$ cat src/sv/cpnm_pkg.sv
package cpnm_pkg;

  localparam int PAL_DEPTH  = 256;
  localparam int BASE_DEPTH = 16;
  localparam int CUBE_FIRST = 16;
  localparam int CUBE_LAST  = 231;
  localparam int CUBE_SIDE  = 6;
  localparam int CUBE_PLANE = 36;
  localparam int CUBE_STEP  = 40;
  localparam int CUBE_BASE  = 55;
  localparam int GREY_FIRST = 232;
  localparam int GREY_STEP  = 10;
  localparam int GREY_BASE  = 8;

  localparam logic [2:0] OP_SET         = 3'd0;
  localparam logic [2:0] OP_GET         = 3'd1;
  localparam logic [2:0] OP_RESET_ENTRY = 3'd2;
  localparam logic [2:0] OP_RESET_ALL   = 3'd3;
  localparam logic [2:0] OP_MATCH       = 3'd4;
  localparam logic [2:0] OP_LOAD        = 3'd5;

  typedef logic [23:0] colour_t;
  typedef colour_t fixed_tbl_t [PAL_DEPTH];

  typedef struct packed {
    logic [2:0] operation;
    logic [7:0] palette_index;
    colour_t    colour_value;
    logic [7:0] red;
    logic [7:0] green;
    logic [7:0] blue;
  } cpnm_in_t;

  typedef struct packed {
    colour_t    colour_out;
    logic [7:0] match_index;
  } cpnm_out_t;

  typedef enum logic [2:0] {
    ST_IDLE,
    ST_EXEC,
    ST_SCAN,
    ST_DRAIN1,
    ST_DRAIN2,
    ST_SWEEP,
    ST_DONE
  } ctrl_state_t;

  typedef struct packed {
    logic capture;
    logic exec;
    logic cnt_clr;
    logic scan_issue;
    logic sweep_wr;
    logic load_out;
  } cpnm_cmd_t;

  typedef struct packed {
    logic cnt_base_end;
    logic cnt_end;
  } cpnm_status_t;

  function automatic logic [7:0] swap_half(input logic [7:0] idx);
    logic [7:0] res;
    res = idx;
    if (idx[7:4] == 4'd0 && idx[2:0] != 3'd0) begin
      res = idx ^ 8'd8;
    end
    return res;
  endfunction

  function automatic logic [7:0] cube_level(input int lvl);
    int v;
    v = (lvl == 0) ? 0 : lvl * CUBE_STEP + CUBE_BASE;
    return v[7:0];
  endfunction

  function automatic fixed_tbl_t build_fixed_tbl();
    fixed_tbl_t t;
    int         n;
    int         g;
    for (int i = 0; i < PAL_DEPTH; i++) begin
      t[i] = '0;
    end
    for (int r = 0; r < CUBE_SIDE; r++) begin
      for (int gr = 0; gr < CUBE_SIDE; gr++) begin
        for (int b = 0; b < CUBE_SIDE; b++) begin
          n = CUBE_FIRST + r * CUBE_PLANE + gr * CUBE_SIDE + b;
          t[n] = {cube_level(b), cube_level(gr), cube_level(r)};
        end
      end
    end
    for (int i = GREY_FIRST; i < PAL_DEPTH; i++) begin
      g = (i - GREY_FIRST) * GREY_STEP + GREY_BASE;
      t[i] = {g[7:0], g[7:0], g[7:0]};
    end
    return t;
  endfunction

  localparam fixed_tbl_t FIXED_TBL = build_fixed_tbl();

endpackage

$ cat src/sv/cpnm_ctrl.sv
module cpnm_ctrl
  import cpnm_pkg::*;
(
  input  logic         clk,
  input  logic         rst_n,
  input  logic         in_valid,
  input  logic [2:0]   in_op,
  output logic         in_stall,
  output logic         out_valid,
  input  logic         out_stall,
  input  cpnm_status_t status,
  output cpnm_cmd_t    cmd
);

  ctrl_state_t state_r, state_nxt;
  logic [2:0]  op_r, op_nxt;
  logic        out_valid_r, out_valid_nxt;
  logic        accept;
  logic        out_free;

  assign accept   = (state_r == ST_IDLE) && in_valid;
  assign out_free = !out_valid_r || !out_stall;

  always_comb begin
    state_nxt = state_r;
    case (state_r)
      ST_IDLE: begin
        if (accept) begin
          state_nxt = ST_EXEC;
        end
      end
      ST_EXEC: begin
        case (op_r)
          OP_MATCH:     state_nxt = ST_SCAN;
          OP_RESET_ALL: state_nxt = ST_SWEEP;
          default:      state_nxt = ST_DONE;
        endcase
      end
      ST_SCAN: begin
        if (status.cnt_end) begin
          state_nxt = ST_DRAIN1;
        end
      end
      ST_DRAIN1: state_nxt = ST_DRAIN2;
      ST_DRAIN2: state_nxt = ST_DONE;
      ST_SWEEP: begin
        if (status.cnt_base_end) begin
          state_nxt = ST_DONE;
        end
      end
      ST_DONE: begin
        if (out_free) begin
          state_nxt = ST_IDLE;
        end
      end
      default: state_nxt = ST_IDLE;
    endcase
  end

  always_comb begin
    cmd           = '0;
    in_stall      = (state_r != ST_IDLE);
    op_nxt        = op_r;
    out_valid_nxt = out_valid_r && out_stall;
    case (state_r)
      ST_IDLE: begin
        if (accept) begin
          cmd.capture = 1'b1;
          op_nxt      = in_op;
        end
      end
      ST_EXEC: begin
        cmd.exec    = 1'b1;
        cmd.cnt_clr = 1'b1;
      end
      ST_SCAN:  cmd.scan_issue = 1'b1;
      ST_SWEEP: cmd.sweep_wr   = 1'b1;
      ST_DONE: begin
        if (out_free) begin
          cmd.load_out  = 1'b1;
          out_valid_nxt = 1'b1;
        end
      end
      default: ;
    endcase
  end

  assign out_valid = out_valid_r;

  always_ff @(posedge clk) begin
    if (!rst_n) begin
      state_r     <= ST_IDLE;
      op_r        <= OP_SET;
      out_valid_r <= 1'b0;
    end else begin
      state_r     <= state_nxt;
      op_r        <= op_nxt;
      out_valid_r <= out_valid_nxt;
    end
  end

endmodule

$ cat config.mk
export PLATFORM = sky130hd
export DESIGN_NAME = cpnm_ctrl
export DESIGN_NICKNAME = d
export VERILOG_FILES = /design/src/sv/cpnm_pkg.sv /design/src/sv/cpnm_ctrl.sv
export SDC_FILE = /design/constraint.sdc
export NUM_CORES = 1
export LEC_CHECK = 0
export BUFFER_PORTS_ARGS = -buffer_cell sky130_fd_sc_hd__clkbuf_2
export CORE_AREA = 4 4 41 43
export CTS_CLUSTER_SIZE = 8
export DETAILED_ROUTE_END_ITERATION = 10
export DIE_AREA = 0 0 45 47
export SYNTH_ARGS = -nofsm -noshare
export SYNTH_HDL_FRONTEND = slang
export SYNTH_SLANG_ARGS = --single-unit
$ cat constraint.sdc
create_clock -name clk -period 2.9 [get_ports clk]
set_input_delay 0.58 -clock clk [delete_from_list [all_inputs] [get_ports clk]]
set_output_delay 0.58 -clock clk [all_outputs]
set_load 0.02 [all_outputs]
==> results_dict.tcl <==
set metrics [dict create \
    power_per_cell_area_nw_per_um2 917 \
    finalNonFillerCells 80 \
    cp.arrival_ns 1.49 \
    synth_fp_nets 57 \
    average_detailed_routed_wire_length_per_instance_um 11.0 \
    area_growth_pct 21.8 \
    io_buffer_count 16 \
    layout_min_cycle_time_ns 2.07 \
    drt-total-wl_um 881 \
    max_cap_viol_count 0 \
    synthSimpleGateAreaFrac_pct 32.5 \
    clock_slew_seen_by_the_registers_of_the_worst_setup_and_hold_paths_ns 0.05 \
    timing_worst_setup_path_type "register to output port" \
    min_path_cells 2 \
    layout.cells.most_common "sky130_fd_sc_hd__clkbuf_2" \
    post_synth_instance_area_um2 435 \
    max_freq_mhz 484 \
    timing.critical_path.to_type "output port" \
    crit_chain "or3b_4 -> inv_1 -> clkbuf_2" \
    tightestPinTransition_ns 0.415 \
    critPathRequiredTime_ns 2.32 \
    largest_family_of_logic_cells_by_synthesized_area "simple AND/OR/NAND/NOR gates" \
    core_um2 1300 \
    synth-async-reset-ratio_pct 0 \
    post_synth_fa_ha_maj_area_fraction_pct 0 \
    static-leakage-power_nw 0.231 \
    mostFrequentLayoutCells "sky130_fd_sc_hd__clkbuf_2 (16), sky130_fd_sc_hd__dfxtp_1 (7), sky130_fd_sc_hd__nand2_1 (4)" \
    tritoncts_num_sinks 7 \
    compound_cell_area_share_of_the_yosys_netlist_pct 19.0 \
    hold_viol_final 0 \
    slew-limit-headroom_pct 72.3 \
    dieHeight_um 47 \
    holdCritStartpoint "out_valid" \
    worst_path_max_delay_cell "sky130_fd_sc_hd__dfxtp_1" \
    clock_tree_from_tritoncts "done" \
    initial_antenna_violation_count 0 \
    initialDrtViolationCount 2 \
    synth.mux.area_fraction_pct 6.90 \
    timing.critical_path.fanout_max 12 \
    fp-row-count 13 \
    final_util_pct 40.8 \
    dieArea_um2 2120 \
    io_pins 17 \
    dr_total_vias 397 \
    first_pass_iters 4 \
    path_delay_family "flip-flops" \
    layout_worst_path_cycle_share_pct 71.3 \
    cpPeakStageDelay_ns 0.57 \
    worstSkewPairLatency_ns 0.25 \
    post_cts_resized 0 \
    synthesized_flop_and_latch_total 7 \
    cts_inserted_buffers 3 \
    grt_first_pass_wirelength_um 1490 \
    first_global_vias 347 \
    initial_utilization_pct 33.5 \
    timing.setup.tns_ns 0 \
    final_worst_clock_skew_ns 0.00202 \
    groute.usage.overall_pct 10.3 \
    outcome "completed" \
    reg2reg_slack_ns 1.43 \
    synth_sequential_area_ratio_pct 32.2 \
    r2r.worst_path.cells 4 \
    cts.root.buffer_cell "sky130_fd_sc_hd__clkbuf_4" \
    drt-vias-per-instance 4.96 \
    htree_num_levels 1 \
    final_antenna_net_count 0 \
    grt_setup_unrepaired "false" \
    synth_flop_cell "sky130_fd_sc_hd__dfxtp_1" \
    buffers_and_inverters_on_the_worst_path 2 \
    post_cts_setup_buffer_count 0 \
    ys.warnings.count 0 \
    grt_max_degree 13 \
    place_inst 76 \
    min_delay_worst_endpoint "out_valid" \
    max-clock-path-buffers 2 \
    post_synth.cell_area_avg_um2 9.07 \
    synth_edf_count 0 \
    detail_placement_hpwl_um 680 \
    crit-reg2reg-capture "state_r[0]" \
    drive_gt1_share_pct 38.5 \
    cts-hold-fix-buffers 0 \
    max_ir_drop_vdd_mv 0.514 \
    grt_overflow_total 0 \
    drc 0 \
    gate_count_of_the_mapped_netlist 48 \
    worst_r2r_startpoint "state_r[1]" \
    startpoint_type "register" \
    hold_path.class "register to register" \
    post_synth_xor_area_fraction_pct 0 \
    report.final.slew_viol_count 0 \
    diodes 0 \
    finish.net_count 75 \
    gp_routability_congestion 0.748 \
    setup_viol_count_final 0 \
    synth.distinct_cells 27 \
    die_w_um 45 \
]
where the power goes:
part           total [mW]  switching [mW]  internal [mW]
clock              0.0851          0.0328         0.0523
sequential          0.174          0.0531          0.121
combinational       0.227           0.122          0.105
worst max-delay path by stage:
stage	startpoint	endpoint	depth (start not counted)
final	state_r[1]	cmd[2]	3
after global routing	state_r[1]	cmd[2]	3
after CTS	state_r[1]	cmd[2]	3
after detailed placement	in_valid	cmd[5]	3
after global placement	state_r[1]	cmd[2]	3
after floorplan	state_r[1]	cmd[4]	4
worst min-delay path, delay by kind of cell, from the launching register on:
family             cells  cell delay (ns)
AOI/OAI and AO/OA      1             0.07
and+or+nand+nor        1             0.06
DFF                    1             0.32
cell type report:
cell class / instances / area (um^2)
inverters: 3 / 11.3
well taps: 15 / 18.8
repair buffers: 16 / 80.1
clock buffers: 4 / 26.3
flip-flops and latches: 7 / 140
fillers: 146 / 771
multi-input cells: 35 / 254
cells in the mapped netlist, types with 2 or more instances:
cell | n | area (um^2)
sky130_fd_sc_hd__o21ai_0 | 2 | 10.0
sky130_fd_sc_hd__mux2i_1 | 3 | 30.0
sky130_fd_sc_hd__a21oi_1 | 2 | 10.0
sky130_fd_sc_hd__nand2_1 | 4 | 15.0
sky130_fd_sc_hd__nor3_1 | 2 | 10.0
sky130_fd_sc_hd__nor2b_1 | 3 | 18.8
sky130_fd_sc_hd__nor2_1 | 3 | 11.3
sky130_fd_sc_hd__inv_1 | 3 | 11.3
sky130_fd_sc_hd__dfxtp_1 | 7 | 140
sky130_fd_sc_hd__buf_6 | 2 | 22.5
stage by stage:
| stage | hold WS [ns] | instance area, um^2 | setup slack, ns | total power [mW] |
|---|---|---|---|---|
| after floorplan | 0.521 | 435 | 1.16 | 0.364 |
| after global placement | 0.495 | 504 | 1.09 | 0.404 |
| after detailed placement | 0.504 | 504 | 1.08 | 0.404 |
| after CTS | 0.510 | 531 | 0.819 | 0.493 |
| after global routing | 0.549 | 531 | 0.735 | 0.531 |
| final | 0.503 | 531 | 0.833 | 0.486 |
logic make-up (layout without fill, tap and decap cells):
group | count (synthesis) | in the layout
buffers and inverters | 6 | 23
multiplexers | 3 | 3
flip-flops | 7 | 7
AND/OR/NAND/NOR | 21 | 21
AO/OA/AOI/OAI | 11 | 11
state kept, by name, summed over array words and instances (netlist names):
| register | cells |
|---|---|
| out_valid | 1 |
| state_r | 3 |
| op_r | 3 |
per-layer routing:
layer	GRT usage, %	share of wire [%]	wire [um]	vias to the layer above
met5	0	0	0	-
met2	16.7	49	434	14
met3	5.75	7.4	65	0
met4	3.51	0	0	0
met1	11.4	43	381	176
li1	-	-	-	207
Note: power is estimated with default switching activity, not from simulation.
